**src/sv/tts_pkg.sv**
```systemverilog
package tts_pkg;

   // Widths of the request, response and register fields.
   localparam int OP_W     = 2;
   localparam int CHAR_W   = 8;
   localparam int COL_W    = 7;
   localparam int ROW_W    = 5;
   localparam int OFFSET_W = 11;
   localparam int CELL_W   = 16;
   localparam int COLOR_W  = 8;

   // Operation codes on the request channel.
   localparam logic [OP_W-1:0] OP_PUT_CHAR   = 2'd0;
   localparam logic [OP_W-1:0] OP_BACKSPACE  = 2'd1;
   localparam logic [OP_W-1:0] OP_SET_CURSOR = 2'd2;
   localparam logic [OP_W-1:0] OP_READ_CELL  = 2'd3;

   localparam logic [CHAR_W-1:0]  NEWLINE_CODE     = 8'h0a;
   localparam logic [CHAR_W-1:0]  SPACE_CODE       = 8'h20;
   localparam logic [COLOR_W-1:0] TEXT_COLOR_RESET = 8'h07;
   localparam logic [CELL_W-1:0]  BLANK_RESET      = 16'h0720;

   localparam int QUEUE_DEPTH = 2;
   localparam int QUEUE_PTR_W = 1;

   typedef enum logic [2:0] {
      KIND_PUT,
      KIND_NEWLINE,
      KIND_BACKSPACE,
      KIND_SET,
      KIND_READ
   } kind_type;

   typedef struct packed {
      kind_type            kind;
      logic [CHAR_W-1:0]   character;
      logic [COL_W-1:0]    column;
      logic [ROW_W-1:0]    row;
   } cmd_type;

   typedef struct packed {
      logic full;
      logic empty;
   } queue_status_type;

   typedef enum logic [2:0] {
      ST_INIT,
      ST_IDLE,
      ST_ADDR,
      ST_EXEC,
      ST_SCROLL,
      ST_RESP
   } back_state_type;

endpackage

```
**src/sv/tts_if.sv**
```systemverilog
interface tts_req_if;
   logic                            valid;
   logic                            ready;
   logic [tts_pkg::OP_W-1:0]        operation;
   logic [tts_pkg::CHAR_W-1:0]      character;
   logic [tts_pkg::COL_W-1:0]       target_column;
   logic [tts_pkg::ROW_W-1:0]       target_row;

   modport source (output valid, operation, character, target_column, target_row,
                   input ready);
   modport sink (input valid, operation, character, target_column, target_row,
                 output ready);
endinterface


```
**src/sv/tts_front.sv**
```systemverilog
module tts_front #(
   parameter int COLUMNS = 80,
   parameter int ROWS    = 25
) (
   tts_req_if.sink                   req,
   input  logic                      accepting,
   input  tts_pkg::queue_status_type queue_status,
   output logic                      push,
   output tts_pkg::cmd_type          push_cmd
);

   localparam int MAX_COL = COLUMNS - 1;
   localparam int MAX_ROW = ROWS - 1;

   assign req.ready = accepting && !queue_status.full;
   assign push      = req.valid && req.ready;

   always_comb begin
      push_cmd.character = req.character;
      // Targets are clamped here so the back end only sees legal positions.
      if (int'(req.target_column) > MAX_COL) begin
         push_cmd.column = tts_pkg::COL_W'(MAX_COL);
      end else begin
         push_cmd.column = req.target_column;
      end
      if (int'(req.target_row) > MAX_ROW) begin
         push_cmd.row = tts_pkg::ROW_W'(MAX_ROW);
      end else begin
         push_cmd.row = req.target_row;
      end
      case (req.operation)
         tts_pkg::OP_PUT_CHAR: begin
            if (req.character == tts_pkg::NEWLINE_CODE) begin
               push_cmd.kind = tts_pkg::KIND_NEWLINE;
            end else begin
               push_cmd.kind = tts_pkg::KIND_PUT;
            end
         end
         tts_pkg::OP_BACKSPACE:  push_cmd.kind = tts_pkg::KIND_BACKSPACE;
         tts_pkg::OP_SET_CURSOR: push_cmd.kind = tts_pkg::KIND_SET;
         tts_pkg::OP_READ_CELL:  push_cmd.kind = tts_pkg::KIND_READ;
         default:                push_cmd.kind = tts_pkg::KIND_READ;
      endcase
   end

endmodule

```
**src/flat_wrapper.sv**
```systemverilog
// flat-port wrapper written by rule: the top's interface ports become plain ports
module tts_front_flat 
#(
   parameter int COLUMNS = 80,
   parameter int ROWS    = 25
)
  (accepting, queue_status, push, push_cmd, req_valid, req_operation, req_character, req_target_column, req_target_row, req_ready);
  tts_req_if req_i ();
  input  logic accepting;
  input  tts_pkg::queue_status_type queue_status;
  output logic push;
  output tts_pkg::cmd_type push_cmd;
  input wire logic [$bits(req_i.valid)-1:0] req_valid;
  input wire logic [$bits(req_i.operation)-1:0] req_operation;
  input wire logic [$bits(req_i.character)-1:0] req_character;
  input wire logic [$bits(req_i.target_column)-1:0] req_target_column;
  input wire logic [$bits(req_i.target_row)-1:0] req_target_row;
  output wire logic [$bits(req_i.ready)-1:0] req_ready;
  assign req_i.valid = req_valid;
  assign req_i.operation = req_operation;
  assign req_i.character = req_character;
  assign req_i.target_column = req_target_column;
  assign req_i.target_row = req_target_row;
  assign req_ready = req_i.ready;
  tts_front #(.COLUMNS(COLUMNS), .ROWS(ROWS)) u_core (.req(req_i), .accepting(accepting), .queue_status(queue_status), .push(push), .push_cmd(push_cmd));
endmodule
```
**config.mk**
```make
export PLATFORM = sky130hd
export DESIGN_NAME = tts_front_flat
export DESIGN_NICKNAME = d
export VERILOG_FILES = /design/src/sv/tts_pkg.sv /design/src/sv/tts_if.sv /design/src/sv/tts_front.sv /design/src/flat_wrapper.sv
export SDC_FILE = /design/constraint.sdc
export NUM_CORES = 1
export LEC_CHECK = 0
export ABC_AREA = 1
export BUFFER_PORTS_ARGS = -buffer_cell sky130_fd_sc_hd__buf_2
export CAP_MARGIN = 40
export CORE_AREA = 2 2 39 41
export DETAILED_ROUTE_END_ITERATION = 7
export DIE_AREA = 0 0 41 43
export PLACE_DENSITY = 0.76
export SLEW_MARGIN = 0
export SYNTH_ARGS = -nofsm -noshare
export SYNTH_HDL_FRONTEND = slang
export SYNTH_SLANG_ARGS = --single-unit
export TNS_END_PERCENT = 20
```
**constraint.sdc**
```tcl
create_clock -name vclk -period 0.8
set_input_delay 0.16 -clock vclk [all_inputs]
set_output_delay 0.16 -clock vclk [all_outputs]
set_load 0.01 [all_outputs]
```
==> metrics.csv <==
metric,value,unit
Post-CTS Repair Setup Buffers,0,
WP data required,0.64,ns
Max VDD drop,0.182,mV
syn_nets,85,
critical path endpoint,push_cmd[20],
Vias/cell,4.02,
Period minus WS final,0.945,ns
GRT overflow,0,
critical path type,input pin to output pin,
Crit. End Element,output pin,
Hold Slack,0.519,ns
Synth Area in XOR/XNOR,0,
residual DRC count,0,
Max Cap Viol,0,
Final Util,0.420,
Hold Fails Final Rpt,0,
DRT Pass-1 Iters,1,
f_max,1060,MHz
Slew headroom,0.895,
Total Wirelength,853,um
crit path launch type,input pin,
Routed Antenna Nets,0,
RSZ-0062 raised after global routing,yes,
first-pass GRT wire length,1.21,mm
initial core utilization,0.202,
initial drt markers,0,
clkbuf count,0,
failing checks,setup timing,
n_diodes,0,
Setup WS pre-CTS,-0.206,ns
worst min path class,input pin to output pin,
Gate Count Post-Synth,56,
YS warnings,0,
largest family of logic cells by synthesized area,buffers and inverters,
vias in the first global route,360,
Tcrit/Tclk final,1.18,
die width,41,um
via count,454,
IO buf count,50,
worst slew pin tran,0.157,ns
Worst EP arrival,0.78,ns
Pleak,0.392,nW
CP Max Fanout,2,
synthesized area per cell,4.98,um2
Core Region,1380,um2
Worst Setup SP,req_operation[0],
mapped cell area,279,um2
Seq cells,0,
final worst slack,-0.145,ns
GP Congestion,0.769,
Sum Neg Setup Slack,-0.201,ns
Power Dens Cells,519,nW/um2
io pins,51,
Yosys cell types,9,
DP Area,493,um2
placed insts,113,
mux cell area share after synthesis,0,
register area share after synthesis,0,
Synth Area in Compound Gates,0.0583,
setup violators final,4,
die area,1760,um2
Seq. cell area,0,um2
initial antenna violation count,0,
# nets final,128,
max-slew violation count,0,
Die Y,43,um
final std cells w/o fill,113,
CTS hold repair buffers,0,
area growth from synthesis to layout,108,%
dpl hpwl,699,um
"Power, Total",0.301,mW
area share of fa/ha/maj cells after synthesis,0.135,
layout cells sized above 1,0.608,
design area,581,um2
outcome,"finished, violations left",
Avg WL per Cell,7.55,um
GR Util All Layers,0.0919,
largest net degree at the start of global routing,6,
FP Rows,14,
Post-Synth Simple-Gate Area,0.323,
-- final cells by class --
cell class | instances | area (um2)
inverter | 17 | 68.8
multi-input combinational | 28 | 179
timing repair buffer | 52 | 313
fill | 145 | 803
tap | 16 | 20.0
-- cells in the mapped netlist --
master    instances  share of area
nor2_1            8           0.11
nor3b_1           1          0.027
clkbuf_1          3          0.040
o21ai_2           1          0.031
a21boi_0          1          0.027
buf_4             8           0.22
ha_1              3           0.13
nand2_1          14           0.19
inv_1            17           0.23
-- how the worst min path moves through the flow --
stage          slack, ns            to                  from  cells past startpoint
2_1_floorplan       0.37  push_cmd[10]  req_target_column[6]                      1
3_3_place_gp        0.52  push_cmd[16]      req_character[4]                      2
3_5_place_dp        0.52   push_cmd[3]     req_target_row[3]                      2
4_1_cts             0.52   push_cmd[3]     req_target_row[3]                      2
5_1_grt             0.54  push_cmd[15]      req_character[3]                      2
6_report            0.52   push_cmd[3]     req_target_row[3]                      2
-- what timing repair did --
item	CTS	global route
pin swaps	5	5
endpoints found under the setup margin	9	9
gates cloned	0	0
gates resized for setup	15	5
-- metal layers --
layer / vias to the layer above / part of all wire / global-route usage
li1: 227 / - / -
met1: 182 / 0.31 / 0.0728
met2: 45 / 0.52 / 0.209
met3: 0 / 0.16 / 0.0105
met4: 0 / 0 / 0
met5: - / 0 / 0
-- cells in the final DEF (no fill, tap or decap) --
cell type,instances
buf_2,43
inv_1,14
nand2_1,13
nor2_1,8
buf_6,6
inv_4,2
ha_4,2
buf_4,2
a21boi_1,1
o21ai_4,1
inv_2,1
nand2_2,1
nor3b_1,1
ha_1,1
buf_8,1
-- logic make-up (layout without fill, tap and decap cells) --
logic type / Yosys count / count (layout)
AND/OR/NAND/NOR: 23 / 23
AO/OA/AOI/OAI: 2 / 2
buffers and inverters: 28 / 69
adder cells (fa/ha/maj): 3 / 3
-- power by group --
part / leakage [nW] / switching, mW / internal (mW)
Combinational: 0.392 / 0.141 / 0.160
Clock: 0 / 0 / 0
Sequential: 0 / 0 / 0
Total: 0.392 / 0.141 / 0.160
-- critical path, cell delays in order --
cell and delay (ns):
buf_6 0.10, inv_4 0.05, ha_4 0.13, nand2_2 0.05
nor2_1 0.08, nand2_1 0.05, nand2_1 0.05, buf_2 0.12
(Power assumes the default switching activity.)
