`config.mk`:
```
export PLATFORM = sky130hd
export DESIGN_NAME = tts_queue
export DESIGN_NICKNAME = d
export VERILOG_FILES = /design/src/sv/tts_pkg.sv /design/src/sv/tts_queue.sv
export SDC_FILE = /design/constraint.sdc
export NUM_CORES = 1
export LEC_CHECK = 0
export ABC_AREA = 1
export BUFFER_PORTS_ARGS = -buffer_cell sky130_fd_sc_hd__buf_2
export CAP_MARGIN = 0
export CORE_MARGIN = 2
export CORE_UTILIZATION = 30
export CTS_CLUSTER_DIAMETER = 200
export DETAILED_ROUTE_END_ITERATION = 6
export SLEW_MARGIN = 20
export SYNTH_ARGS = -nofsm -noshare
export SYNTH_HDL_FRONTEND = slang
export SYNTH_SLANG_ARGS = --single-unit
```
`constraint.sdc`:
```
create_clock -name clock -period 5.2 [get_ports clock]
set_input_delay 0.52 -clock clock [delete_from_list [all_inputs] [get_ports clock]]
set_output_delay 0.52 -clock clock [all_outputs]
set_load 0.005 [all_outputs]
```
`src/sv/tts_pkg.sv`:
```
package tts_pkg;

   // Widths of the request, response and register fields.
   localparam int OP_W     = 2;
   localparam int CHAR_W   = 8;
   localparam int COL_W    = 7;
   localparam int ROW_W    = 5;
   localparam int OFFSET_W = 11;
   localparam int CELL_W   = 16;
   localparam int COLOR_W  = 8;

   // Operation codes on the request channel.
   localparam logic [OP_W-1:0] OP_PUT_CHAR   = 2'd0;
   localparam logic [OP_W-1:0] OP_BACKSPACE  = 2'd1;
   localparam logic [OP_W-1:0] OP_SET_CURSOR = 2'd2;
   localparam logic [OP_W-1:0] OP_READ_CELL  = 2'd3;

   localparam logic [CHAR_W-1:0]  NEWLINE_CODE     = 8'h0a;
   localparam logic [CHAR_W-1:0]  SPACE_CODE       = 8'h20;
   localparam logic [COLOR_W-1:0] TEXT_COLOR_RESET = 8'h07;
   localparam logic [CELL_W-1:0]  BLANK_RESET      = 16'h0720;

   localparam int QUEUE_DEPTH = 2;
   localparam int QUEUE_PTR_W = 1;

   typedef enum logic [2:0] {
      KIND_PUT,
      KIND_NEWLINE,
      KIND_BACKSPACE,
      KIND_SET,
      KIND_READ
   } kind_type;

   typedef struct packed {
      kind_type            kind;
      logic [CHAR_W-1:0]   character;
      logic [COL_W-1:0]    column;
      logic [ROW_W-1:0]    row;
   } cmd_type;

   typedef struct packed {
      logic full;
      logic empty;
   } queue_status_type;

   typedef enum logic [2:0] {
      ST_INIT,
      ST_IDLE,
      ST_ADDR,
      ST_EXEC,
      ST_SCROLL,
      ST_RESP
   } back_state_type;

endpackage

```
`src/sv/tts_queue.sv`:
```
module tts_queue (
   input  logic                      clock,
   input  logic                      reset,
   input  logic                      push,
   input  tts_pkg::cmd_type          push_cmd,
   input  logic                      pop,
   output tts_pkg::cmd_type          head_cmd,
   output tts_pkg::queue_status_type queue_status
);

   localparam int CNT_W = tts_pkg::QUEUE_PTR_W + 1;

   tts_pkg::cmd_type                   entries_ff [tts_pkg::QUEUE_DEPTH];
   logic [tts_pkg::QUEUE_PTR_W-1:0]    wr_ptr_ff;
   logic [tts_pkg::QUEUE_PTR_W-1:0]    wr_ptr_in;
   logic [tts_pkg::QUEUE_PTR_W-1:0]    rd_ptr_ff;
   logic [tts_pkg::QUEUE_PTR_W-1:0]    rd_ptr_in;
   logic [CNT_W-1:0]                   count_ff;
   logic [CNT_W-1:0]                   count_in;

   assign queue_status.full  = (count_ff == CNT_W'(tts_pkg::QUEUE_DEPTH));
   assign queue_status.empty = (count_ff == '0);
   assign head_cmd           = entries_ff[rd_ptr_ff];

   always_comb begin
      wr_ptr_in = push ? wr_ptr_ff + 1'b1 : wr_ptr_ff;
      rd_ptr_in = pop ? rd_ptr_ff + 1'b1 : rd_ptr_ff;
      count_in  = count_ff;
      if (push && !pop) begin
         count_in = count_ff + 1'b1;
      end else if (pop && !push) begin
         count_in = count_ff - 1'b1;
      end
   end

   always_ff @(posedge clock) begin
      if (reset) begin
         wr_ptr_ff <= '0;
         rd_ptr_ff <= '0;
         count_ff  <= '0;
      end else begin
         wr_ptr_ff <= wr_ptr_in;
         rd_ptr_ff <= rd_ptr_in;
         count_ff  <= count_in;
      end
   end

   always_ff @(posedge clock) begin
      if (push) begin
         entries_ff[wr_ptr_ff] <= push_cmd;
      end
   end

endmodule

```
==> results of run 1 <==
==> final cells by class <==
class	count	share of cell area
well taps	75	0.0406
flip-flops and latches	51	0.641
repair buffers	52	0.114
inverters	9	0.0146
clock buffers	6	0.0314
clock inverters	2	0.00541
multi-input cells	42	0.153
==> routing by layer <==
layer | wire [µm] | track usage
met1 | 1210 | 0.105
met2 | 1580 | 0.156
met3 | 220 | 0.0427
met4 | 17 | 0.0268
met5 | 0 | 0
==> power groups by stage <==
stage	Sequential, mW	Clock (mW)	Combinational, mW
after CTS	0.486	0.226	0.0823
after detailed placement	0.495	0	0.0817
after global routing	0.488	0.246	0.0886
final	0.485	0.218	0.0792
after floorplan	0.487	0	0.0496
after global placement	0.495	0	0.0809
==> cells by family after synthesis <==
kind of cell	Yosys count	synth area share
adder cells (fa/ha/maj)	1	0.00662
multiplexers	23	0.137
flip-flops	51	0.784
AND/OR/NAND/NOR	15	0.0325
buffers and inverters	11	0.0298
XOR/XNOR	1	0.00464
AO/OA/AOI/OAI	2	0.00529
==> synthesized netlist by cell type <==
cell                        n  area, µm²
sky130_fd_sc_hd__mux2_2    23        259
sky130_fd_sc_hd__a21oi_1    1       5.00
sky130_fd_sc_hd__nand4_1    1       6.26
sky130_fd_sc_hd__nand2_1    5       18.8
sky130_fd_sc_hd__inv_1      9       33.8
sky130_fd_sc_hd__buf_6      2       22.5
sky130_fd_sc_hd__ha_1       1       12.5
sky130_fd_sc_hd__nor2_1     7       26.3
sky130_fd_sc_hd__dfxtp_1    5        100
sky130_fd_sc_hd__o21ai_0    1       5.00
sky130_fd_sc_hd__nor3_1     1       5.00
sky130_fd_sc_hd__edfxtp_1  46       1380
sky130_fd_sc_hd__xnor2_1    1       8.76
sky130_fd_sc_hd__nand3_1    1       5.00
==> sequential cells by signal, indices dropped and copies added, names as in the netlist, named ones only <==
register and count:
count_ff 2, entries_ff 46, rd_ptr_ff 1, wr_ptr_ff 1
==> final timing paths <==
path / endpoint / startpoint / slack, ns / cells past startpoint
setup / recovery: head_cmd[5] / register / 3.14 / 2
hold / removal: entries_ff[1][3]$_DFFE_PP_ / push_cmd[3] / 0.40 / 1
setup reg to reg: entries_ff[1][21]$_DFFE_PP_ / wr_ptr_ff$_SDFFE_PP0P_ / 3.69 / 2
hold reg to reg: register / rd_ptr_ff$_SDFFE_PP0P_ / 0.52 / 2
==> run metrics, run 1 <==
result of the run=finished, final reports clean; largest delay contributor family on the critical path=flip-flops; average routed wire per standard cell=12.8 µm; final net count=around 190; Initial Util=0.315; fraction of the cycle the final worst path needs=0.397; CP max-delay cell=sky130_fd_sc_hd__dfxtp_2; distinct cell type count after synthesis=14; Post-DRT Antenna Nets=0; Clock Power Share=0.279; maximum level of the CTS H-tree=2; Internal Power=611 µW; count of final hold-check violations=0; Non-Filler Cell Area, Final=about 0.0023 mm²; critical path required time=4.68 ns; final weighted congestion in routability-driven placement=around 0.67; vias in the first global route=between 1,000 and 1,500; number of port buffers=a little over 50; Clock transition at path regs=around 0.09 ns; # resized after CTS=0; net count after synthesis=roughly 130; worst rel slew slack=0.352; CTS tree=built; total power after layout=between 700 and 800 µW; Core ar.=0.00599 mm²; Place WS=around 3.0 ns; Congestion Overflow GR=0; number of setup buffers added after CTS=0; Critical Path End Type=primary output; cts bufs inserted=5; DR iter-0 viols=20; number of max-slew violations in the final report=0; initial antenna violation count=0; total power per unit cell area=between 300 and 400 mW/mm²; total number of vias=about 990; sequence of cells on the critical path=mux2_2 -> buf_2; measured slew at the worst slew-check pin=between 0.9 and 1 ns; Layout fillers=580; GRT Util Overall=0.0925; total cell area at the placement stage=about 0.0022 mm²; total length of routed wires=around 3 mm; fraction of layout cells with a size suffix above 1=0.512; max-capacitance violation count=0; detailed-placement wirelength estimate=2.03 mm; relative contribution of combinational cells to total power=0.101; count of state elements after synthesis=about 50; number of warnings printed during yosys synthesis=0; leakage power figure=roughly 0.9 nW; mapped cell area=between 0.0015 and 0.002 mm²; clock insertion delay at the later pin of the skew report=~0.3 ns; root buf cell=sky130_fd_sc_hd__clkbuf_8; Flop pwr share=0.620; number of rows created at floorplan=28; num ports=52; most common cell after layout, fill and taps aside=sky130_fd_sc_hd__buf_2; class of the worst hold path=input port to register; final sum of negative setup slack=0 ns; Final Skew=just over 0.01 ns; Multi-input gate area=between 300 and 400 µm²; unrepaired setup endpoints after global routing=false; start-to-end type of the worst setup path=register to primary output; arrival time of the worst setup path=roughly 1.5 ns; slack of the critical path=approximately 3.1 ns; delay of the slowest critical-path stage=~0.69 ns; top library cells by usage in the layout, fill and taps aside=sky130_fd_sc_hd__buf_2 (51), sky130_fd_sc_hd__edfxtp_1 (46), sky130_fd_sc_hd__mux2_2 (23); sinks on the clock net=51; first-pass detailed-route iteration total=4; per-cell via count in the routed design=about 4.2; Placed Instances=~230; switching fraction of total power=0.219; Layout area overhead=22.4%; Max VDD drop=between 150 and 200 µV; Register Area=0.00148 mm²; power dissipated by switching net loads=around 170 µW; cell count after synthesis=approximately 100; # hold bufs at CTS=0; Die Span Y=approximately 83 µm; maximum fanout along the worst path=23; proportion of synthesized chip area in sequential cells=0.784; number of buffers and inverters on the critical path=1; min cycle time layout=around 2.1 ns; Die X-Extent=around 83 µm; DRC errors left=0; die area=about 0.007 mm²; buffer depth of the longest clock path=2; type of element launching the critical path=register; mean instance size in the synthesized netlist=18.2 µm²; number of endpoints failing setup at the final stage=0; worst hold slack=between 0.3 and 0.4 ns; Finished Core Util=0.386; number of antenna diodes=0; FMAX=~480 MHz; Cell Count, Final, Fillers Out=roughly 240; pin count of the biggest net entering global routing=25; first-pass GRT wire length=around 5.0 mm
(Power assumes the default switching activity.)
==> run 2, diff against run 1 <==
Clock period 5.2 ns to 1.99 ns, I/O delays scaled along.
==> run 2 against run 1 <==
Against the previous run:
- non-clock buffer count up 2
- count of clock-buffer cells in the layout did not move
- clock skew grew 0.0012 ns
- die area did not move
- final area grew 1.3%
- highest routed layer unchanged
==> run metrics, run 2 (synthesis gave the netlist of run 1 again) <==
result of the run=finished, final reports clean; Critical Path End Type=primary output; Die X-Extent=~83 µm; clock insertion delay at the later pin of the skew report=roughly 0.30 ns; Clock Power Share=0.282; Initial Util=0.315; pin count of the biggest net entering global routing=21; cts bufs inserted=5; buffer depth of the longest clock path=2; first-pass detailed-route iteration total=4; arrival time of the worst setup path=~1.5 ns; class of the worst hold path=input port to register; start-to-end type of the worst setup path=register to primary output; Layout fillers=roughly 560; GRT Util Overall=0.0909; number of max-slew violations in the final report=0; Post-DRT Antenna Nets=0; sinks on the clock net=a little over 50; measured slew at the worst slew-check pin=about 0.29 ns; DR iter-0 viols=21; min cycle time layout=1.65 ns; per-cell via count in the routed design=around 4.2; Cell Count, Final, Fillers Out=239; FMAX=607 MHz; total number of vias=roughly 1,000; number of antenna diodes=0; Clock transition at path regs=about 0.090 ns; delay of the slowest critical-path stage=roughly 0.45 ns; type of element launching the critical path=register; total cell area at the placement stage=0.00225 mm²; CTS tree=built; max-capacitance violation count=0; leakage power figure=0.909 nW; Placed Instances=~230; Place WS=approximately 0.66 ns; most common cell after layout, fill and taps aside=sky130_fd_sc_hd__buf_2; final sum of negative setup slack=0 ns; worst hold slack=around 0.08 ns; Layout area overhead=24.0%; average routed wire per standard cell=between 10 and 15 µm; unrepaired setup endpoints after global routing=false; initial antenna violation count=0; count of final hold-check violations=0; Core ar.=between 0.005 and 0.006 mm²; total power per unit cell area=883 mW/mm²; power dissipated by switching net loads=about 460 µW; die area=between 0.006 and 0.007 mm²; CP max-delay cell=sky130_fd_sc_hd__dfxtp_1; Finished Core Util=0.391; maximum fanout along the worst path=20; switching fraction of total power=0.222; number of port buffers=just over 50; final net count=191; max FFs per register=between 40 and 50; first-pass GRT wire length=about 5.0 mm; root buf cell=sky130_fd_sc_hd__clkbuf_8; slack of the critical path=0.343 ns; maximum level of the CTS H-tree=2; Die Span Y=between 80 and 90 µm; vias in the first global route=~1,100; DRC errors left=0; Internal Power=1.61 mW; number of setup buffers added after CTS=0; relative contribution of combinational cells to total power=0.113; top library cells by usage in the layout, fill and taps aside=sky130_fd_sc_hd__buf_2 (51), sky130_fd_sc_hd__edfxtp_1 (46), sky130_fd_sc_hd__mux2_2 (23); num ports=52; Max VDD drop=roughly 380 µV; total power after layout=between 2 and 2.5 mW; # resized after CTS=0; Top Registers=entries_ff x46, count_ff x2; Flop pwr share=0.605; number of rows created at floorplan=28; fraction of the cycle the final worst path needs=0.828; fraction of layout cells with a size suffix above 1=0.518; Non-Filler Cell Area, Final=between 0.002 and 0.0025 mm²; # hold bufs at CTS=0; sequence of cells on the critical path=buf_12 -> mux2_2 -> buf_2; Congestion Overflow GR=0; total length of routed wires=3.07 mm; largest register by flop count=entries_ff; Final Skew=around 0.012 ns; worst rel slew slack=0.805; detailed-placement wirelength estimate=between 2 and 2.5 mm; critical path required time=1.79 ns; final weighted congestion in routability-driven placement=roughly 0.7; number of endpoints failing setup at the final stage=0
## run 2: cell types whose count changed in the layout (fill, tap and decap cells not counted)
cell,previous run,this run
sky130_fd_sc_hd__clkinvlp_4,0,1
sky130_fd_sc_hd__clkinv_1,1,0
sky130_fd_sc_hd__dfxtp_2,1,0
sky130_fd_sc_hd__buf_4,1,2
sky130_fd_sc_hd__dfxtp_1,4,5
sky130_fd_sc_hd__buf_12,0,1
sky130_fd_sc_hd__inv_6,0,1
sky130_fd_sc_hd__clkinv_4,1,0
## run 2: metal layers
metal,vias up,GRT usage,wire length [µm]
met4,0,0.0402,27
met3,3,0.0298,208
met2,26,0.164,1640
met5,-,0,0
met1,478,0.0957,1200
li1,499,-,-
## run 2: power groups by stage
stage / Combinational, mW / Clock, mW / Sequential (mW)
6_report: 0.233 / 0.584 / 1.25
5_1_grt: 0.262 / 0.646 / 1.26
4_1_cts: 0.240 / 0.614 / 1.25
3_5_place_dp: 0.239 / 0 / 1.28
3_3_place_gp: 0.236 / 0 / 1.28
2_1_floorplan: 0.130 / 0 / 1.27
## run 2: worst max-delay path, delay by kind of cell, from the launching register on
family | cells | cell delay (ns)
mux | 1 | 0.35
buf+inv | 2 | 0.34
flops | 1 | 0.45
## run 2: layout make-up
type | count | area [µm²] | area share
flip-flops and latches | 51 | 1480 | 0.632
multi-input cells | 42 | 354 | 0.151
repair buffers | 54 | 290 | 0.124
well taps | 75 | 93.8 | 0.0401
clock buffers | 6 | 72.6 | 0.0310
inverters | 9 | 33.8 | 0.0144
clock inverters | 2 | 16.3 | 0.00694
## run 2: final timing paths
path / start / endpoint / slack, ns / cells after the start
worst max-delay path: register / head_cmd[15] / 0.34 / 3
worst min-delay path: push_cmd[5] / entries_ff[0][5]$_DFFE_PP_ / 0.08 / 1
worst min register to register: wr_ptr_ff$_SDFFE_PP0P_ / wr_ptr_ff$_SDFFE_PP0P_ / 0.52 / 2
worst max register to register: wr_ptr_ff$_SDFFE_PP0P_ / entries_ff[0][16]$_DFFE_PP_ / 0.74 / 2
==> run 3, diff against run 2 <==
Settings changed: ABC_AREA 1 to 0.
Clock period 1.99 ns to 1.6 ns, I/O delays scaled along.
==> run 3 against run 2 <==
Against the previous run:
- setup slack lost 0.24 ns
- hold slack lost 0.033 ns
- register-to-register slack lost 0.23 ns
- critical path type unchanged
- highest routed layer unchanged
- largest cell class unchanged
- clock skew shrank 0.0030 ns
- final area shrank 0.48%
- global-route usage grew 0.41 points
- area after synthesis shrank 1.4%
==> run metrics, run 3 <==
Area contributors post-synth=sky130_fd_sc_hd__edfxtp_1 (74%), sky130_fd_sc_hd__mux2_2 (14%), sky130_fd_sc_hd__dfxtp_1 (5.4%); class of the worst hold path=input port to register; mapped cell area=around 0.0019 mm²; net count after synthesis=roughly 120; result of the run=finished, final reports clean; maximum fanout along the worst path=23; Congestion Overflow GR=0; per-cell via count in the routed design=between 4 and 5; type of element launching the critical path=register; most frequent cells after synthesis=sky130_fd_sc_hd__edfxtp_1 (46), sky130_fd_sc_hd__mux2_2 (23), sky130_fd_sc_hd__dfxtp_1 (5), sky130_fd_sc_hd__nor2_1 (5); worst rel slew slack=0.792; max FFs per register=46; pin count of the biggest net entering global routing=24; leakage power figure=approximately 0.88 nW; number of endpoints failing setup at the final stage=0; clock insertion delay at the later pin of the skew report=0.30 ns; Die Span Y=82.8 µm; cts bufs inserted=5; root buf cell=sky130_fd_sc_hd__clkbuf_8; number of setup buffers added after CTS=0; measured slew at the worst slew-check pin=0.312 ns; number of port buffers=a little over 50; # hold bufs at CTS=0; CTS tree=built; DR iter-0 viols=45; relative contribution of combinational cells to total power=0.123; first-pass detailed-route iteration total=2; Non-Filler Cell Area, Final=between 0.002 and 0.0025 mm²; proportion of synthesized chip area in sequential cells=0.795; worst hold slack=0.0489 ns; fraction of the cycle the final worst path needs=0.936; GRT Util Overall=0.0951; Clock transition at path regs=0.09 ns; buffer depth of the longest clock path=2; number of warnings printed during yosys synthesis=0; power dissipated by switching net loads=564 µW; arrival time of the worst setup path=around 1.3 ns; Max VDD drop=403 µV; switching fraction of total power=0.218; Async S/R FF share, synth=0; count of state elements after synthesis=just over 50; number of antenna diodes=0; total length of routed wires=just over 3 mm; most common flop cell mapped by yosys=sky130_fd_sc_hd__edfxtp_1; Critical Path End Type=primary output; first-pass GRT wire length=5.12 mm; Final Skew=around 0.0085 ns; # resized after CTS=0; sinks on the clock net=51; Layout area overhead=25.1%; Flop pwr share=0.609; vias in the first global route=roughly 1,100; top library cells by usage in the layout, fill and taps aside=sky130_fd_sc_hd__buf_2 (51), sky130_fd_sc_hd__edfxtp_1 (46), sky130_fd_sc_hd__mux2_2 (23); unrepaired setup endpoints after global routing=false; Core ar.=0.00596 mm²; Initial Util=0.313; num ports=52; initial antenna violation count=0; mean instance size in the synthesized netlist=approximately 20 µm²; total power after layout=approximately 2.6 mW; Internal Power=~2.0 mW; Post-DRT Antenna Nets=0; area share of the largest cell type after synthesis=0.741; average routed wire per standard cell=between 10 and 15 µm; start-to-end type of the worst setup path=register to primary output; min cycle time layout=roughly 1.5 ns; number of rows created at floorplan=28; detailed-placement wirelength estimate=roughly 2.2 mm; maximum level of the CTS H-tree=2; hold wc startpoint=push_cmd[6]; most common cell in the netlist=sky130_fd_sc_hd__edfxtp_1; largest register by flop count=entries_ff; total cell area at the placement stage=0.00224 mm²; count of final hold-check violations=0; number of max-slew violations in the final report=0; final weighted congestion in routability-driven placement=approximately 0.7; final sum of negative setup slack=0 ns; Clock Power Share=0.269; cell taking the most area after synthesis=sky130_fd_sc_hd__edfxtp_1; max-capacitance violation count=0; total power per unit cell area=~1100 mW/mm²; die area=between 0.006 and 0.007 mm²; Die X-Extent=82.8 µm; number of enable flip-flop cells after synthesis=46; distinct cell type count after synthesis=15; fraction of layout cells with a size suffix above 1=0.571; launch instance of the worst register-to-register path=wr_ptr_ff$_SDFFE_PP0P_; total number of vias=970; Top Registers=entries_ff x46, count_ff x2; DRC errors left=0; final net count=181; most common cell after layout, fill and taps aside=sky130_fd_sc_hd__buf_2; cell count after synthesis=93; critical path required time=approximately 1.4 ns; FMAX=between 600 and 700 MHz
-- run 3: final timing paths --
check,slack [ns],to,depth (start not counted)
hold / removal,0.05,entries_ff[0][6]$_DFFE_PP_,1
hold reg to reg,0.53,count_ff[1]$_SDFFE_PP0P_,2
setup / recovery,0.10,head_cmd[7],3
setup reg to reg,0.51,entries_ff[0][17]$_DFFE_PP_,2
-- run 3: cell families after synthesis --
family          after synthesis  share of synthesized area
compound gates                2                    0.00537
xor+xnor                      4                     0.0188
fa+ha+maj                     1                    0.00671
buf+inv                       3                     0.0101
flops                        51                      0.795
mux                          23                      0.139
simple gates                  9                     0.0249
-- run 3: per-stage QoR --
| step | util | std cells | worst slack, ns |
|---|---|---|---|
| 2_1_floorplan | - | 93 | 0.249 |
| 3_3_place_gp | 0.376 | 221 | 0.429 |
| 3_5_place_dp | 0.376 | 221 | 0.412 |
| 4_1_cts | 0.391 | 229 | 0.0756 |
| 5_1_grt | 0.391 | 229 | 0.0368 |
| 6_report | 0.391 | 229 | 0.102 |
-- run 3: routing by layer --
layer / global-route usage / up-vias / wire, µm
met5: 0 / - / 0
met4: 0.0477 / 0 / 56
met3: 0.0318 / 6 / 138
met2: 0.169 / 30 / 1720
met1: 0.0994 / 463 / 1180
li1: - / 471 / -
-- run 3: cell type report --
cell class | instances | area (µm²)
clock inverters | 3 | 20.0
inverters | 1 | 3.75
repair buffers | 55 | 298
fillers | 573 | 3620
multi-input cells | 39 | 365
clock buffers | 5 | 68.8
well taps | 75 | 93.8
flip-flops and latches | 51 | 1480
-- run 3: power groups by stage --
| stage | clock network [mW] | registers [mW] | logic, mW |
|---|---|---|---|
| after global routing | 0.787 | 1.59 | 0.348 |
| after global placement | 0 | 1.60 | 0.314 |
| after CTS | 0.726 | 1.58 | 0.327 |
| after detailed placement | 0 | 1.61 | 0.325 |
| after floorplan | 0 | 1.60 | 0.168 |
| final | 0.695 | 1.57 | 0.317 |
-- run 3: worst max-delay path, cell delays in order (launching register included) --
cell and delay, ns:
sky130_fd_sc_hd__dfxtp_1 0.37, sky130_fd_sc_hd__buf_12 0.19, sky130_fd_sc_hd__mux2_2 0.36, sky130_fd_sc_hd__buf_2 0.13
